[src/hdl/ffaa_pkg.sv]
// Shared types, codes and default sizes for the first-fit arena allocator.
// No dependencies; every other file refers to it by scoped names.
package ffaa_pkg;

  localparam int unsigned DEF_MAX_ARENA_BYTES = 65536;
  localparam int unsigned DEF_PAGE_BYTES      = 4096;
  localparam int unsigned DEF_HEADER_BYTES    = 32;
  localparam int unsigned DEF_MAX_CHUNKS      = 64;

  // fixed payload field widths
  localparam int unsigned FUNC_W   = 2;
  localparam int unsigned REQ_W    = 32;
  localparam int unsigned OFF_W    = 17;
  localparam int unsigned STATUS_W = 2;

  typedef enum logic [1:0] {
    FUNC_INIT    = 2'd0,
    FUNC_DESTROY = 2'd1,
    FUNC_ALLOC   = 2'd2,
    FUNC_FREE    = 2'd3
  } func_e;

  typedef enum logic [1:0] {
    ST_OK      = 2'd0,
    ST_BAD_ARG = 2'd1,
    ST_UNINIT  = 2'd2,
    ST_NO_MEM  = 2'd3
  } status_e;

  typedef enum logic [4:0] {
    OP_NONE,
    OP_LATCH,
    OP_DIV_START,
    OP_DIV_STEP,
    OP_INIT,
    OP_DESTROY,
    OP_SCAN_START,
    OP_RD_I,
    OP_SCAN_NEXT,
    OP_ALLOC_HIT,
    OP_SH_RD,
    OP_SH_WR,
    OP_SPLIT1,
    OP_SPLIT2,
    OP_FREE_HIT,
    OP_LO_DEC,
    OP_HI_INC,
    OP_SUM_START,
    OP_SUM_RD,
    OP_SUM_ACC,
    OP_WR_LO,
    OP_CMP_RD,
    OP_CMP_WR,
    OP_CMP_END,
    OP_RESULT
  } op_e;

  typedef struct packed {
    op_e     op;
    status_e code;
  } cmd_t;

  typedef struct packed {
    func_e func;
    logic  ready;
    logic  too_big;
    logic  too_small;
    logic  fit;
    logic  split;
    logic  scan_last;
    logic  match;
    logic  lo_stop;
    logic  hi_stop;
    logic  sum_last;
    logic  gone_zero;
    logic  cmp_done;
    logic  sh_done;
  } sts_t;

endpackage

[src/hdl/ffaa_in_if.sv]
// Request channel interface: valid/ready plus the request fields.
// Depends on ffaa_pkg for field widths.
interface ffaa_in_if;
  logic                        valid;
  logic                        ready;
  logic [ffaa_pkg::FUNC_W-1:0] func;
  logic [ffaa_pkg::REQ_W-1:0]  request_bytes;
  logic [ffaa_pkg::OFF_W-1:0]  payload_offset;

  modport source (output valid, func, request_bytes, payload_offset, input ready);
  modport sink   (input valid, func, request_bytes, payload_offset, output ready);
endinterface

[src/hdl/ffaa_out_if.sv]
// Result channel interface: valid/ready plus the result fields.
// Depends on ffaa_pkg for field widths.
interface ffaa_out_if;
  logic                          valid;
  logic                          ready;
  logic [ffaa_pkg::STATUS_W-1:0] status;
  logic [ffaa_pkg::OFF_W-1:0]    result_offset;
  logic [ffaa_pkg::OFF_W-1:0]    arena_bytes;

  modport source (output valid, status, result_offset, arena_bytes, input ready);
  modport sink   (input valid, status, result_offset, arena_bytes, output ready);
endinterface

[src/hdl/ffaa_datapath.sv]
// Datapath: chunk size memory, free marks, walk counters, page rounding.
// Executes one ffaa_pkg::op_e per cycle; depends on ffaa_pkg.
module ffaa_datapath #(
  parameter int unsigned MAX_ARENA_BYTES = ffaa_pkg::DEF_MAX_ARENA_BYTES,
  parameter int unsigned PAGE_BYTES      = ffaa_pkg::DEF_PAGE_BYTES,
  parameter int unsigned HEADER_BYTES    = ffaa_pkg::DEF_HEADER_BYTES,
  parameter int unsigned MAX_CHUNKS      = ffaa_pkg::DEF_MAX_CHUNKS
) (
  input  logic                          clk_i,
  input  logic                          rst_ni,
  input  ffaa_pkg::cmd_t                cmd_i,
  input  logic [ffaa_pkg::FUNC_W-1:0]   func_i,
  input  logic [ffaa_pkg::REQ_W-1:0]    request_bytes_i,
  input  logic [ffaa_pkg::OFF_W-1:0]    payload_offset_i,
  output ffaa_pkg::sts_t                sts_o,
  output logic [ffaa_pkg::STATUS_W-1:0] status_o,
  output logic [ffaa_pkg::OFF_W-1:0]    result_offset_o,
  output logic [ffaa_pkg::OFF_W-1:0]    arena_bytes_o
);

  localparam int unsigned AW = $clog2(MAX_ARENA_BYTES + PAGE_BYTES);
  localparam int unsigned IW = $clog2(MAX_CHUNKS);
  localparam int unsigned CW = $clog2(MAX_CHUNKS + 1);
  localparam int unsigned PL = $clog2(PAGE_BYTES);
  localparam int unsigned SH = AW + PL;
  localparam int unsigned MW = AW + 2;
  localparam int unsigned PW = AW + MW;
  localparam int unsigned NW = 2 * AW;
  // ceil(2^SH / PAGE_BYTES): (v * RECIP) >> SH is v / PAGE_BYTES for every v below 2^AW
  localparam logic [MW-1:0] RECIP =
    MW'(((64'd1 << SH) + 64'(PAGE_BYTES) - 64'd1) / 64'(PAGE_BYTES));

  ffaa_pkg::func_e func_q;
  logic [ffaa_pkg::REQ_W-1:0] req_q;
  logic [ffaa_pkg::OFF_W-1:0] poff_q;
  logic [AW-1:0] v_q, pages_q, total_q, base_q, sz_q, acc_q, off_q, rd_q;
  logic          ready_q;
  logic [CW-1:0] count_q, j_q, k_q;
  logic [IW-1:0] i_q, lo_q, hi_q;
  logic [MAX_CHUNKS-1:0] free_q;
  ffaa_pkg::status_e out_st_q;
  logic [AW-1:0] out_off_q, out_tot_q;

  logic [AW-1:0] mem [MAX_CHUNKS];

  logic [IW-1:0] gone, lo_m1, hi_p1, rd_addr, wr_addr;
  logic [CW-1:0] hi_nx;
  logic [AW-1:0] rounded, wr_data;
  logic [PW-1:0] prod;
  logic [NW-1:0] rnd_wide;
  logic          we;
  logic          fit, split;

  assign gone       = hi_q - lo_q;
  assign lo_m1      = lo_q - 1'b1;
  assign hi_p1      = hi_q + 1'b1;
  assign hi_nx      = CW'(hi_q) + 1'b1;
  // page count by reciprocal multiply, then back to bytes
  assign prod       = PW'(v_q) * PW'(RECIP);
  assign rnd_wide   = NW'(pages_q) * NW'(PAGE_BYTES);
  assign rounded    = rnd_wide[AW-1:0];
  assign fit        = free_q[i_q] && (33'(rd_q) >= 33'(req_q));
  assign split      = ((33'(rd_q) - 33'(req_q)) >= 33'(HEADER_BYTES)) &&
                      (count_q < CW'(MAX_CHUNKS));

  always_comb begin
    case (cmd_i.op)
      ffaa_pkg::OP_SH_RD:                      rd_addr = IW'(j_q - 1'b1);
      ffaa_pkg::OP_SUM_RD, ffaa_pkg::OP_CMP_RD: rd_addr = IW'(k_q);
      default:                                 rd_addr = i_q;
    endcase
  end

  always_comb begin
    we      = 1'b1;
    wr_addr = i_q;
    wr_data = rd_q;
    case (cmd_i.op)
      ffaa_pkg::OP_INIT: begin
        wr_addr = '0;
        wr_data = rounded - AW'(HEADER_BYTES);
      end
      ffaa_pkg::OP_SH_WR:  wr_addr = IW'(j_q);
      ffaa_pkg::OP_SPLIT1: begin
        wr_addr = i_q + 1'b1;
        wr_data = AW'(33'(sz_q) - 33'(req_q) - 33'(HEADER_BYTES));
      end
      ffaa_pkg::OP_SPLIT2: wr_data = AW'(req_q);
      ffaa_pkg::OP_WR_LO: begin
        wr_addr = lo_q;
        wr_data = acc_q;
      end
      ffaa_pkg::OP_CMP_WR: wr_addr = IW'(k_q - CW'(gone));
      default:             we = 1'b0;
    endcase
  end

  always_ff @(posedge clk_i) begin
    if (we) begin
      mem[wr_addr] <= wr_data;
    end
    rd_q <= mem[rd_addr];
  end

  always_ff @(posedge clk_i or negedge rst_ni) begin
    if (!rst_ni) begin
      func_q    <= ffaa_pkg::FUNC_INIT;
      req_q     <= '0;
      poff_q    <= '0;
      v_q       <= '0;
      pages_q   <= '0;
      total_q   <= '0;
      ready_q   <= 1'b0;
      count_q   <= '0;
      free_q    <= '0;
      i_q       <= '0;
      lo_q      <= '0;
      hi_q      <= '0;
      j_q       <= '0;
      k_q       <= '0;
      base_q    <= '0;
      sz_q      <= '0;
      acc_q     <= '0;
      off_q     <= '0;
      out_st_q  <= ffaa_pkg::ST_OK;
      out_off_q <= '0;
      out_tot_q <= '0;
    end else begin
      case (cmd_i.op)
        ffaa_pkg::OP_LATCH: begin
          func_q <= ffaa_pkg::func_e'(func_i);
          req_q  <= request_bytes_i;
          poff_q <= payload_offset_i;
          off_q  <= '0;
        end
        ffaa_pkg::OP_DIV_START: begin
          v_q <= AW'(req_q) + AW'(PAGE_BYTES - 1);
        end
        ffaa_pkg::OP_DIV_STEP: begin
          pages_q <= AW'(prod >> SH);
        end
        ffaa_pkg::OP_INIT: begin
          total_q <= rounded;
          count_q <= CW'(1);
          ready_q <= 1'b1;
          free_q  <= MAX_CHUNKS'(1);
        end
        ffaa_pkg::OP_DESTROY: begin
          total_q <= '0;
          count_q <= '0;
          ready_q <= 1'b0;
          free_q  <= '0;
        end
        ffaa_pkg::OP_SCAN_START: begin
          i_q    <= '0;
          base_q <= '0;
        end
        ffaa_pkg::OP_SCAN_NEXT: begin
          base_q <= base_q + AW'(HEADER_BYTES) + rd_q;
          i_q    <= i_q + 1'b1;
        end
        ffaa_pkg::OP_ALLOC_HIT: begin
          off_q <= base_q + AW'(HEADER_BYTES);
          sz_q  <= rd_q;
          j_q   <= count_q;
          if (!split) begin
            free_q[i_q] <= 1'b0;
          end
        end
        ffaa_pkg::OP_SH_WR: begin
          free_q[IW'(j_q)] <= free_q[IW'(j_q - 1'b1)];
          j_q <= j_q - 1'b1;
        end
        ffaa_pkg::OP_SPLIT1: free_q[i_q + 1'b1] <= 1'b1;
        ffaa_pkg::OP_SPLIT2: begin
          free_q[i_q] <= 1'b0;
          count_q     <= count_q + 1'b1;
        end
        ffaa_pkg::OP_FREE_HIT: begin
          lo_q <= i_q;
          hi_q <= i_q;
        end
        ffaa_pkg::OP_LO_DEC: lo_q <= lo_m1;
        ffaa_pkg::OP_HI_INC: hi_q <= hi_p1;
        ffaa_pkg::OP_SUM_START: begin
          k_q   <= CW'(lo_q);
          acc_q <= '0;
        end
        ffaa_pkg::OP_SUM_ACC: begin
          // every merged chunk past the first gives back its header
          acc_q <= acc_q + rd_q + ((k_q != CW'(lo_q)) ? AW'(HEADER_BYTES) : '0);
          k_q   <= k_q + 1'b1;
        end
        ffaa_pkg::OP_WR_LO: begin
          free_q[lo_q] <= 1'b1;
          k_q          <= hi_nx;
        end
        ffaa_pkg::OP_CMP_WR: begin
          free_q[IW'(k_q - CW'(gone))] <= free_q[IW'(k_q)];
          k_q <= k_q + 1'b1;
        end
        ffaa_pkg::OP_CMP_END: count_q <= count_q - CW'(gone);
        ffaa_pkg::OP_RESULT: begin
          out_st_q  <= cmd_i.code;
          out_off_q <= off_q;
          out_tot_q <= total_q;
        end
        default: ;
      endcase
    end
  end

  always_comb begin
    sts_o.func      = func_q;
    sts_o.ready     = ready_q;
    sts_o.too_big   = 33'(req_q) > 33'(MAX_ARENA_BYTES);
    sts_o.too_small = rounded < AW'(HEADER_BYTES);
    sts_o.fit       = fit;
    sts_o.split     = split;
    sts_o.scan_last = (CW'(i_q) + 1'b1) >= count_q;
    sts_o.match     = (32'(base_q) + 32'(HEADER_BYTES)) == 32'(poff_q);
    sts_o.lo_stop   = (lo_q == '0) || !free_q[lo_m1];
    sts_o.hi_stop   = (hi_nx >= count_q) || !free_q[hi_p1];
    sts_o.sum_last  = (k_q == CW'(hi_q));
    sts_o.gone_zero = (hi_q == lo_q);
    sts_o.cmp_done  = (k_q >= count_q);
    sts_o.sh_done   = (j_q <= (CW'(i_q) + 1'b1));
  end

  assign status_o        = out_st_q;
  assign result_offset_o = ffaa_pkg::OFF_W'(out_off_q);
  assign arena_bytes_o   = ffaa_pkg::OFF_W'(out_tot_q);

endmodule

[src/hdl/ffaa_ctrl.sv]
// Controller: sequences each request through the datapath operations.
// Depends on ffaa_pkg for commands and status flags.
module ffaa_ctrl (
  input  logic           clk_i,
  input  logic           rst_ni,
  input  logic           in_valid_i,
  output logic           in_ready_o,
  output logic           out_valid_o,
  input  logic           out_ready_i,
  input  ffaa_pkg::sts_t sts_i,
  output ffaa_pkg::cmd_t cmd_o
);

  typedef enum logic [4:0] {
    S_IDLE, S_DISP, S_DIV, S_CHK, S_SCAN_RD, S_SCAN_EV, S_SH, S_SH_WR,
    S_SPLIT1, S_SPLIT2, S_LO, S_HI, S_SUM_RD, S_SUM_ACC, S_WR_LO,
    S_CMP, S_CMP_WR, S_DONE
  } state_e;

  state_e            state_q, state_d;
  ffaa_pkg::status_e code_q, code_d;
  logic              out_valid_q, out_valid_d;
  logic              fire;

  assign in_ready_o  = (state_q == S_IDLE);
  assign out_valid_o = out_valid_q;

  always_comb begin
    state_d     = state_q;
    code_d      = code_q;
    cmd_o.op    = ffaa_pkg::OP_NONE;
    cmd_o.code  = code_q;
    fire        = 1'b0;
    unique case (state_q)
      S_IDLE: begin
        if (in_valid_i) begin
          cmd_o.op = ffaa_pkg::OP_LATCH;
          state_d  = S_DISP;
        end
      end
      S_DISP: begin
        if (sts_i.func == ffaa_pkg::FUNC_INIT) begin
          if (sts_i.too_big) begin
            code_d  = ffaa_pkg::ST_BAD_ARG;
            state_d = S_DONE;
          end else begin
            cmd_o.op = ffaa_pkg::OP_DIV_START;
            state_d  = S_DIV;
          end
        end else if (!sts_i.ready) begin
          code_d  = ffaa_pkg::ST_UNINIT;
          state_d = S_DONE;
        end else if (sts_i.func == ffaa_pkg::FUNC_DESTROY) begin
          cmd_o.op = ffaa_pkg::OP_DESTROY;
          code_d   = ffaa_pkg::ST_OK;
          state_d  = S_DONE;
        end else begin
          cmd_o.op = ffaa_pkg::OP_SCAN_START;
          state_d  = S_SCAN_RD;
        end
      end
      S_DIV: begin
        cmd_o.op = ffaa_pkg::OP_DIV_STEP;
        state_d  = S_CHK;
      end
      S_CHK: begin
        if (sts_i.too_small) begin
          code_d = ffaa_pkg::ST_BAD_ARG;
        end else begin
          cmd_o.op = ffaa_pkg::OP_INIT;
          code_d   = ffaa_pkg::ST_OK;
        end
        state_d = S_DONE;
      end
      S_SCAN_RD: begin
        cmd_o.op = ffaa_pkg::OP_RD_I;
        state_d  = S_SCAN_EV;
      end
      S_SCAN_EV: begin
        if (sts_i.func == ffaa_pkg::FUNC_ALLOC) begin
          if (sts_i.fit) begin
            cmd_o.op = ffaa_pkg::OP_ALLOC_HIT;
            code_d   = ffaa_pkg::ST_OK;
            state_d  = sts_i.split ? S_SH : S_DONE;
          end else begin
            cmd_o.op = ffaa_pkg::OP_SCAN_NEXT;
            if (sts_i.scan_last) begin
              code_d  = ffaa_pkg::ST_NO_MEM;
              state_d = S_DONE;
            end else begin
              state_d = S_SCAN_RD;
            end
          end
        end else begin
          if (sts_i.match) begin
            cmd_o.op = ffaa_pkg::OP_FREE_HIT;
            state_d  = S_LO;
          end else begin
            cmd_o.op = ffaa_pkg::OP_SCAN_NEXT;
            if (sts_i.scan_last) begin
              code_d  = ffaa_pkg::ST_BAD_ARG;
              state_d = S_DONE;
            end else begin
              state_d = S_SCAN_RD;
            end
          end
        end
      end
      S_SH: begin
        if (sts_i.sh_done) begin
          state_d = S_SPLIT1;
        end else begin
          cmd_o.op = ffaa_pkg::OP_SH_RD;
          state_d  = S_SH_WR;
        end
      end
      S_SH_WR: begin
        cmd_o.op = ffaa_pkg::OP_SH_WR;
        state_d  = S_SH;
      end
      S_SPLIT1: begin
        cmd_o.op = ffaa_pkg::OP_SPLIT1;
        state_d  = S_SPLIT2;
      end
      S_SPLIT2: begin
        cmd_o.op = ffaa_pkg::OP_SPLIT2;
        state_d  = S_DONE;
      end
      S_LO: begin
        if (sts_i.lo_stop) state_d = S_HI;
        else               cmd_o.op = ffaa_pkg::OP_LO_DEC;
      end
      S_HI: begin
        if (sts_i.hi_stop) begin
          cmd_o.op = ffaa_pkg::OP_SUM_START;
          state_d  = S_SUM_RD;
        end else begin
          cmd_o.op = ffaa_pkg::OP_HI_INC;
        end
      end
      S_SUM_RD: begin
        cmd_o.op = ffaa_pkg::OP_SUM_RD;
        state_d  = S_SUM_ACC;
      end
      S_SUM_ACC: begin
        cmd_o.op = ffaa_pkg::OP_SUM_ACC;
        state_d  = sts_i.sum_last ? S_WR_LO : S_SUM_RD;
      end
      S_WR_LO: begin
        cmd_o.op = ffaa_pkg::OP_WR_LO;
        code_d   = ffaa_pkg::ST_OK;
        state_d  = sts_i.gone_zero ? S_DONE : S_CMP;
      end
      S_CMP: begin
        if (sts_i.cmp_done) begin
          cmd_o.op = ffaa_pkg::OP_CMP_END;
          state_d  = S_DONE;
        end else begin
          cmd_o.op = ffaa_pkg::OP_CMP_RD;
          state_d  = S_CMP_WR;
        end
      end
      S_CMP_WR: begin
        cmd_o.op = ffaa_pkg::OP_CMP_WR;
        state_d  = S_CMP;
      end
      S_DONE: begin
        if (!out_valid_q || out_ready_i) begin
          cmd_o.op   = ffaa_pkg::OP_RESULT;
          cmd_o.code = code_q;
          fire       = 1'b1;
          state_d    = S_IDLE;
        end
      end
      default: state_d = S_IDLE;
    endcase
    if (fire)                           out_valid_d = 1'b1;
    else if (out_valid_q && out_ready_i) out_valid_d = 1'b0;
    else                                out_valid_d = out_valid_q;
  end

  always_ff @(posedge clk_i or negedge rst_ni) begin
    if (!rst_ni) begin
      state_q     <= S_IDLE;
      code_q      <= ffaa_pkg::ST_OK;
      out_valid_q <= 1'b0;
    end else begin
      state_q     <= state_d;
      code_q      <= code_d;
      out_valid_q <= out_valid_d;
    end
  end

endmodule

[src/hdl/first_fit_arena_allocator.sv]
// First-fit arena allocator with coalescing: controller plus datapath, one request at a time.
// Per request: destroy and an op on an uninitialized arena go straight to the result; init
// rounds the size up to whole pages; alloc scans chunks first-fit, and a split shifts the
// later chunks up; free scans for the matching offset and on a hit merges free neighbors,
// then moves the later chunks down. Next accept follows the result load.
// Reset is asynchronous: arena uninitialized, all free marks clear, no clearing pass.
module first_fit_arena_allocator #(
  parameter int unsigned MAX_ARENA_BYTES = ffaa_pkg::DEF_MAX_ARENA_BYTES,
  parameter int unsigned PAGE_BYTES      = ffaa_pkg::DEF_PAGE_BYTES,
  parameter int unsigned HEADER_BYTES    = ffaa_pkg::DEF_HEADER_BYTES,
  parameter int unsigned MAX_CHUNKS      = ffaa_pkg::DEF_MAX_CHUNKS
) (
  input  logic        clk_i,
  input  logic        rst_ni,
  ffaa_in_if.sink     in_i,
  ffaa_out_if.source  out_o
);

  // command and status between the sequencer and the datapath
  ffaa_pkg::cmd_t cmd;
  ffaa_pkg::sts_t sts;

  // The controller takes a request only when idle; the result register
  // keeps the last transfer until the sink takes it, while a new request
  // is already being worked on. A result still waiting stalls the finish.
  ffaa_ctrl u_ctrl (
    .clk_i       (clk_i),
    .rst_ni      (rst_ni),
    .in_valid_i  (in_i.valid),
    .in_ready_o  (in_i.ready),
    .out_valid_o (out_o.valid),
    .out_ready_i (out_o.ready),
    .sts_i       (sts),
    .cmd_o       (cmd)
  );

  // Chunk table: sizes in a memory with registered read, free marks in
  // flops so destroy clears them at once and init clears all but the first chunk's.
  ffaa_datapath #(
    .MAX_ARENA_BYTES (MAX_ARENA_BYTES),
    .PAGE_BYTES      (PAGE_BYTES),
    .HEADER_BYTES    (HEADER_BYTES),
    .MAX_CHUNKS      (MAX_CHUNKS)
  ) u_datapath (
    .clk_i            (clk_i),
    .rst_ni           (rst_ni),
    .cmd_i            (cmd),
    .func_i           (in_i.func),
    .request_bytes_i  (in_i.request_bytes),
    .payload_offset_i (in_i.payload_offset),
    .sts_o            (sts),
    .status_o         (out_o.status),
    .result_offset_o  (out_o.result_offset),
    .arena_bytes_o    (out_o.arena_bytes)
  );

  // one request in flight: no second transfer right after an accept
  a_one_in_flight: assert property (@(posedge clk_i) disable iff (!rst_ni)
    (in_i.valid && in_i.ready) |=> !in_i.ready)
    else $error("request accepted while busy");

  // only a successful allocate reports a nonzero offset
  a_offset_ok: assert property (@(posedge clk_i) disable iff (!rst_ni)
    (out_o.valid && out_o.result_offset != '0) |-> (out_o.status == ffaa_pkg::ST_OK))
    else $error("offset with failing status");

  // an uninitialized arena has zero size
  a_uninit_size: assert property (@(posedge clk_i) disable iff (!rst_ni)
    (out_o.valid && out_o.status == ffaa_pkg::ST_UNINIT) |-> (out_o.arena_bytes == '0))
    else $error("uninitialized arena with nonzero size");

endmodule
[src/flat_wrapper.sv]
// flat-port wrapper written by rule: the top's interface ports become plain ports
module first_fit_arena_allocator_flat 
#(
  parameter int unsigned MAX_ARENA_BYTES = ffaa_pkg::DEF_MAX_ARENA_BYTES,
  parameter int unsigned PAGE_BYTES      = ffaa_pkg::DEF_PAGE_BYTES,
  parameter int unsigned HEADER_BYTES    = ffaa_pkg::DEF_HEADER_BYTES,
  parameter int unsigned MAX_CHUNKS      = ffaa_pkg::DEF_MAX_CHUNKS
)
  (clk_i, rst_ni, in_i_valid, in_i_func, in_i_request_bytes, in_i_payload_offset, in_i_ready, out_o_valid, out_o_status, out_o_result_offset, out_o_arena_bytes, out_o_ready);
  ffaa_in_if in_i_i ();
  ffaa_out_if out_o_i ();
  input  logic clk_i;
  input  logic rst_ni;
  input wire logic [$bits(in_i_i.valid)-1:0] in_i_valid;
  input wire logic [$bits(in_i_i.func)-1:0] in_i_func;
  input wire logic [$bits(in_i_i.request_bytes)-1:0] in_i_request_bytes;
  input wire logic [$bits(in_i_i.payload_offset)-1:0] in_i_payload_offset;
  output wire logic [$bits(in_i_i.ready)-1:0] in_i_ready;
  output wire logic [$bits(out_o_i.valid)-1:0] out_o_valid;
  output wire logic [$bits(out_o_i.status)-1:0] out_o_status;
  output wire logic [$bits(out_o_i.result_offset)-1:0] out_o_result_offset;
  output wire logic [$bits(out_o_i.arena_bytes)-1:0] out_o_arena_bytes;
  input wire logic [$bits(out_o_i.ready)-1:0] out_o_ready;
  assign in_i_i.valid = in_i_valid;
  assign in_i_i.func = in_i_func;
  assign in_i_i.request_bytes = in_i_request_bytes;
  assign in_i_i.payload_offset = in_i_payload_offset;
  assign in_i_ready = in_i_i.ready;
  assign out_o_valid = out_o_i.valid;
  assign out_o_status = out_o_i.status;
  assign out_o_result_offset = out_o_i.result_offset;
  assign out_o_arena_bytes = out_o_i.arena_bytes;
  assign out_o_i.ready = out_o_ready;
  first_fit_arena_allocator #(.MAX_ARENA_BYTES(MAX_ARENA_BYTES), .PAGE_BYTES(PAGE_BYTES), .HEADER_BYTES(HEADER_BYTES), .MAX_CHUNKS(MAX_CHUNKS)) u_core (.clk_i(clk_i), .rst_ni(rst_ni), .in_i(in_i_i), .out_o(out_o_i));
endmodule
[config.mk]
export PLATFORM = sky130hd
export DESIGN_NAME = first_fit_arena_allocator_flat
export DESIGN_NICKNAME = d
export VERILOG_FILES = /design/src/hdl/ffaa_pkg.sv /design/src/hdl/ffaa_in_if.sv /design/src/hdl/ffaa_out_if.sv /design/src/hdl/ffaa_datapath.sv /design/src/hdl/ffaa_ctrl.sv /design/src/hdl/first_fit_arena_allocator.sv /design/src/flat_wrapper.sv
export SDC_FILE = /design/constraint.sdc
export NUM_CORES = 2
export LEC_CHECK = 0
export BUFFER_PORTS_ARGS = -buffer_cell sky130_fd_sc_hd__buf_4
export CELL_PAD_IN_SITES_DETAIL_PLACEMENT = 1
export CELL_PAD_IN_SITES_GLOBAL_PLACEMENT = 1
export CORE_ASPECT_RATIO = 2
export CORE_MARGIN = 10
export CORE_UTILIZATION = 47
export CTS_CLUSTER_DIAMETER = 150
export DETAILED_ROUTE_END_ITERATION = 10
export PLACE_DENSITY_LB_ADDON = 0.2
export SLEW_MARGIN = 20
export SYNTH_ARGS = -nofsm -noshare
export SYNTH_HDL_FRONTEND = slang
export SYNTH_SLANG_ARGS = --single-unit
[constraint.sdc]
create_clock -name clk_i -period 7.9 [get_ports clk_i]
set_clock_uncertainty 0.2 [all_clocks]
set_input_delay 1.185 -clock clk_i [delete_from_list [all_inputs] [get_ports clk_i]]
set_output_delay 1.185 -clock clk_i [all_outputs]
set_load 0.01 [all_outputs]
Word level (Yosys, flattened, before mapping). Memory sizes are Yosys's and may differ from the RTL's. A register that Yosys moved wholly into a read port is not among the register bits. Cells that the tools add are included.

Bitwise gates (word level): 4. Muxes and demuxes: 91. Order comparisons: 23. Add/subtract/negate cells: 21. Reductions and logical operators: 36. Equality and inequality tests: 56.

Operators with widths (count): $pmux W64 S8 (1); $pmux W17 S2 (4); $bwmux W64 (2); $or A64 B64 Y64 (2); $pmux W5 S18 (1); $pmux W5 S17 (1); $eq A5 B4 Y1 const B (16); $mux W5 (16); $pmux W17 S4 (1); $and A64 B64 Y64 (1); $mux W64 (1); $not A64 Y64 (1); $lt A6 B7 Y1 const B (9); $eq A5 B5 Y1 const B (11); $pmux W6 S2 (4); $eq A5 B3 Y1 const B (7); $add A17 B17 Y17 (2); $sub A17 B6 Y17 const B (2); $ge A33 B6 Y1 const B (1); $sub A17 B32 Y33 (1); $ge A17 B32 Y1 (1); $gt A32 B17 Y1 const B (1); $bmux W1 S6 (5); $demux W1 S6 (5); 57 further kinds (135).

RAM bits: 1088. Input port bits: 55. Memories: 1. Output and inout port bits: 38. Register bits after elaboration: 306.

Memory list: u_core.u_datapath.mem (words 64, bits a word 17, rd ports 1, clocked after Yosys merged registers in 1, write ports 1, line ffaa_datapath.sv:44) `logic [AW-1:0] mem [MAX_CHUNKS];`.

Longest topological paths before layout.
Word-level depth: 12. Mapped depth: 26.

Cells and area by module. Synthesis repeated with hierarchy kept, for this count alone.

Cell total of the unflattened synthesis: 5503. Area total of the unflattened synthesis: 67951.4 um^2.

By module, submodules not included: ffaa_datapath (sequential area each 39567.9 um^2, cells each 5356, area each 66897.9 um^2, times used 1); ffaa_ctrl (sequential area each 200.2 um^2, cells each 147, area each 1053.5 um^2, times used 1).

Least setup slack after synthesis. OpenSTA, ideal clock, no wires.

Path type: reg2reg. Start point: register u_core.u_datapath.i_q[1]. End point: memory u_core.u_datapath.mem[0][1] (netlist bit), data pin. Data arrival time: 7128 ps. Library setup time: 588 ps. Clock period less this slack: 7916 ps. Cell stages (with the launch flop): 21. Data required time: 7112 ps. Slack: -16 ps. Buffers on the path: 5. Cells stage by stage: dfrtp_1 buf_2 buf_2 buf_1 nand3_1 nor2_1 xor2_1 clkinv_1 ha_1 nand4_1 a21oi_1 o31ai_1 nand3_1 nor4b_4 nand2_1 nor3_1 or3_1 clkbuf_1 clkbuf_1 nor2_1 a31oi_1.

Longest elaborated chain between the ends: 8. Elaborated cells on any way between the ends: 14.

RTL lines: start: declaration (line ffaa_datapath.sv:39) `logic [IW-1:0] i_q, lo_q, hi_q;`; start signal: assignment (line ffaa_datapath.sv:160) `i_q <= i_q + 1'b1;`; branches (longest 5 deep; another with $add A6 B1 Y7); $pmux W5 S18 (*) (line ffaa_ctrl.sv:34) `unique case (state_q)`; $eq A5 B5 Y1 (tied with other cells) (line ffaa_datapath.sv:78) `case (cmd_i.op)`; $pmux W17 S4 (*) (line ffaa_datapath.sv:78); net u_core.u_datapath.wr_data[1] (line ffaa_datapath.sv:48) `logic [AW-1:0] rounded, wr_data;`; end: declaration (line ffaa_datapath.sv:44).

Mark *: on every way through the listed nets, which the timed path passes. The select of a mux whose other input is x is not followed.

Final worst setup path.
Start point: register u_core.u_datapath.lo_q[1]. End point: register u_core.u_datapath.rd_q[1], read port of u_core.u_datapath.mem.

Longest elaborated chain between the ends: 10. Elaborated cells on any way between the ends: 13.

RTL lines: start: declaration (line ffaa_datapath.sv:39); start signal: assignment (line ffaa_datapath.sv:180) `lo_q <= i_q;`; start signal: assignment (line ffaa_datapath.sv:183) `ffaa_pkg::OP_LO_DEC: lo_q <= lo_m1;`; $sub A6 B1 Y6 (line ffaa_datapath.sv:55) `assign lo_m1 = lo_q - 1'b1;`; $bmux W1 S6 (line ffaa_datapath.sv:222) `sts_o.lo_stop = (lo_q == '0) || !free_q[lo_m1];`; $mux W1 (not written as such) (line ffaa_datapath.sv:222); $logic_not A1 Y1 (line ffaa_datapath.sv:222); $logic_or A1 B1 Y1 (*) (line ffaa_datapath.sv:222); $mux W4 (*) (line ffaa_ctrl.sv:130) `if (sts_i.lo_stop) state_d = S_HI;`; $pmux W5 S18 (*) (line ffaa_ctrl.sv:34); $eq A5 B5 Y1 (line ffaa_datapath.sv:67) `case (cmd_i.op)`; $reduce_or A2 Y1 (line ffaa_datapath.sv:67); $pmux W6 S2 (*) (line ffaa_datapath.sv:67); end: declaration (line ffaa_datapath.sv:36) `logic [AW-1:0] v_q, pages_q, total_q, base_q, sz_q, acc_q, off_q, rd_q;`.

Mark *: on every way between the ends. The rest lies on a longest branch, timed or not. The select of a mux whose other input is x is not followed. A chain may end at the register's enable or synchronous reset.

==> impl_metrics.toml <==
[run_status]
outcome = "completed"

[placement]
gp_congestion = 0.981
place.detailed.instances = 7700
port-buffer-count = 80
dp.final_hpwl_um = 184000

[synthesis]
ys_warn_count = 0
synth_sequential_area_ratio_pct = 58.6
post_synth_top_flop = "edfxtp_1"
synth_enable_flop_cells = 1088
ys_ff_latch = 1375
synth-async-reset-ratio_pct = 19.6
total_standard_cell_area_after_synthesis_mm2 = 0.0679
yosys.cell_types.count = 91
syn_inst = 5823
postSynthAreaPerCell_um2 = 11.7

[clock_network]
cts.sinks = 1375
worst_setup_hold_path_clk_slew_ns = 0.07
post_cts.repair.setup_buffers = 0
clkLatencyLatePin_ns = 0.75
clockBufferDepth = 3
number_of_resized_instances_in_the_post_cts_repair_step = 0
cts_root_buffer = "clkbuf_16"
cts-htree-levels = 3
count_of_hold_buffers_inserted_by_post_cts_repair = 0
tritoncts = "yes"
cts_buffers = 120

[timing]
timing_worst_slew_pin_value_ns = 1.34
setup_repair_after_global_routing_missed_its_margin = "false"
final_hold_viol_count = 0
report.final.slew_viol_count = 0
max_freq_mhz = 130
setup_tns_ns = 0
timing.final.crit_share_pct = 97.6
final_critical_period_ns = 7.71
setup_violations = 0
max_slew_margin_pct = 10.2

[final_layout]
final_layout_size_suffix_gt1_share_pct = 14.1
most_common_cell_after_layout_fill_and_taps_aside = "edfxtp_1"
synthToLayoutAreaGrowth_pct = 11.9
stdcell_count = 7931
final_cell_mix = "edfxtp_1, nand2_1, nand3_1, mux2i_1, a21oi_1"
nets = 6139

[critical_path]
worst_r2r_endpoint = "u_core.u_datapath.rd_q[1]$_DFF_P_"
arrival_time_at_the_worst_endpoint_ns = 8.13
startpoint_type = "flip-flop"
cp-endpoint = "u_core.u_datapath.rd_q[1]$_DFF_P_"
crit_type = "reg2reg"
r2r_start = "u_core.u_datapath.lo_q[1]$_DFFE_PN0P_"
rrSetupSlack_ns = 0.19
critPathLaunch = "u_core.u_datapath.lo_q[1]$_DFFE_PN0P_"
required_time_of_the_critical_path_ns = 8.32
crit_path_end_kind = "flip-flop"
worstPathMaxFanout = 17
worstRegToRegCells = 14

[routing]
postRouteWirelength_um = 266000
drt_pre_antenna_iters = 8
post_drt_via_cell_ratio = 6.38
route.antenna.remaining_nets = 0
vias = 50600
wire_per_inst_um = 33.6
detail_route.iter0.violations = 4272
drt_drc_violations_left = 0

[pwr]
ir_drop_uv = 753
clkPwrFrac_pct = 17.9
power.static_leakage_nw = 28.9
sequentialPowerShare_pct = 32.7
power.share.combinational_pct = 49.4
power_per_cell_area_mw_per_mm2 = 452
power.share.switching_pct = 46.1
internal_power_w = 0.0185
netSwitchingPower_w = 0.0159

[floorplan]
io-pin-count = 93
initial_util_pct = 47.2
die_ar_mm2 = 0.161
std_cell_rows = 197
die_x_um = 289
vertical_extent_of_the_die_um = 558
core_mm2 = 0.144

[global_routing]
globalRouteTotalUtil_pct = 32.6
first_global_vias = 53000
gr-total-overflow = 0
grt_first_pass_wirelength_um = 379000
grt_antenna_before_repair = 5
pin_count_of_the_biggest_net_entering_global_routing = 192

[run]
drv.max_cap_violation_count = 0

[min_path]
holdCritPathClass = "in2async"
-- cell families (layout without fill, tap and decap cells) --
| kind of cell | after synthesis | in the layout | share of synthesized area, % |
|---|---|---|---|
| buffers and inverters | 509 | 714 | 3.15 |
| multiplexers | 582 | 582 | 10.6 |
| flip-flops | 1375 | 1375 | 58.6 |
| XOR/XNOR | 120 | 120 | 1.63 |
| other | 1 | 14 | 0.00552 |
| AND/OR/NAND/NOR | 2004 | 2004 | 13.1 |
| adder cells (fa/ha/maj) | 152 | 152 | 2.88 |
| AO/OA/AOI/OAI | 1080 | 1080 | 10.1 |
-- worst max-delay path: stages, from the launching register on --
cell and delay, ns:
dfrtp_1 0.53, inv_1 0.24, ha_1 0.88, mux4_2 0.43, mux4_2 0.48, a32o_1 0.30, a2bb2oi_2 0.31, o21ai_2 0.13
a2111o_1 0.46, a211oi_4 0.56, a221o_1 0.72, nand2_1 0.71, a31oi_1 1.08, a221o_1 0.44, o21ai_1 0.11
-- power groups by stage --
stage	combinational (W)	sequential (W)	clock, W
4_1_cts	0.0167	0.0112	0.00624
6_report	0.0170	0.0112	0.00615
5_1_grt	0.0178	0.0113	0.00651
3_5_place_dp	0.0166	0.0113	0
2_1_floorplan	0.00945	0.0109	0
3_3_place_gp	0.0162	0.0113	0
-- sequential cells by signal, summed over array words and instances, names as in the netlist, 6 cells and up --
name,cells
u_core.u_datapath.sz_q,17
u_core.u_datapath.poff_q,17
u_core.u_datapath.free_q,64
u_core.u_datapath.off_q,17
u_core.u_datapath.acc_q,17
u_core.u_datapath.req_q,32
u_core.u_datapath.lo_q,6
u_core.u_datapath.base_q,17
u_core.u_datapath.k_q,7
u_core.u_datapath.i_q,6
u_core.u_datapath.rd_q,17
u_core.u_datapath.result_offset_o,17
u_core.u_datapath.mem,1088
u_core.u_datapath.hi_q,6
u_core.u_datapath.j_q,7
u_core.u_datapath.count_q,7
-- through the flow --
step           cell area, µm²  util [%]  hold slack (ns)  power, W  worst slack, ns
3_5_place_dp            71900      50.0            0.277    0.0280            0.319
6_report                76000      52.8            0.251    0.0344            0.187
2_1_floorplan           68000         -            0.243    0.0204           0.0508
3_3_place_gp            71900      50.0            0.262    0.0276            0.473
4_1_cts                 76000      52.8            0.239    0.0341            0.355
5_1_grt                 76000      52.8            0.271    0.0356            0.200
-- worst min-delay path by stage --
stage	cells past startpoint	slack, ns	to	startpoint
after global routing	1	0.27	u_core.u_datapath.free_q[61]$_DFFE_PN0P_	rst_ni
after floorplan	2	0.24	u_core.u_datapath.sz_q[1]$_DFFE_PN0N_	u_core.u_datapath.sz_q[1]$_DFFE_PN0N_
after detailed placement	2	0.28	u_core.u_datapath.sz_q[2]$_DFFE_PN0N_	u_core.u_datapath.sz_q[2]$_DFFE_PN0N_
final	1	0.25	u_core.u_datapath.free_q[62]$_DFFE_PN0P_	rst_ni
after CTS	1	0.24	u_core.u_datapath.free_q[61]$_DFFE_PN0P_	rst_ni
after global placement	2	0.26	u_core.u_datapath.sz_q[4]$_DFFE_PN0N_	u_core.u_datapath.sz_q[4]$_DFFE_PN0N_
-- synth_stat cells, drive strengths merged (94+ instances only) --
cell	number	area share (%)
a21oi	343	2.5
buf	145	1.1
clkbuf	213	1.2
dfrtp	270	9.9
edfxtp	1088	48
ha	145	2.7
inv	147	0.81
mux2	144	2.4
mux2i	344	5.1
mux4	94	3.1
nand2	972	5.4
nand3	454	3.3
nor2	304	1.7
o21ai	277	2.0
o22ai	112	1.1
-- final cells by class --
| type | instances | area, µm² |
|---|---|---|
| repair buffers | 334 | 2750 |
| clock buffers | 152 | 3200 |
| clock inverters | 77 | 835 |
| diodes | 2 | 5.00 |
| multi-input cells | 3950 | 26500 |
| well taps | 1890 | 2360 |
| fillers | 14900 | 67900 |
| flip-flops and latches | 1375 | 39800 |
| inverters | 151 | 567 |
-- layer usage --
metal,wire (µm),track usage (%)
met4,27800,28.8
met3,12900,4.05
met1,89100,33.5
met2,136000,57.4
met5,0,0
No activity file was read; power rests on OpenSTA's default activity.
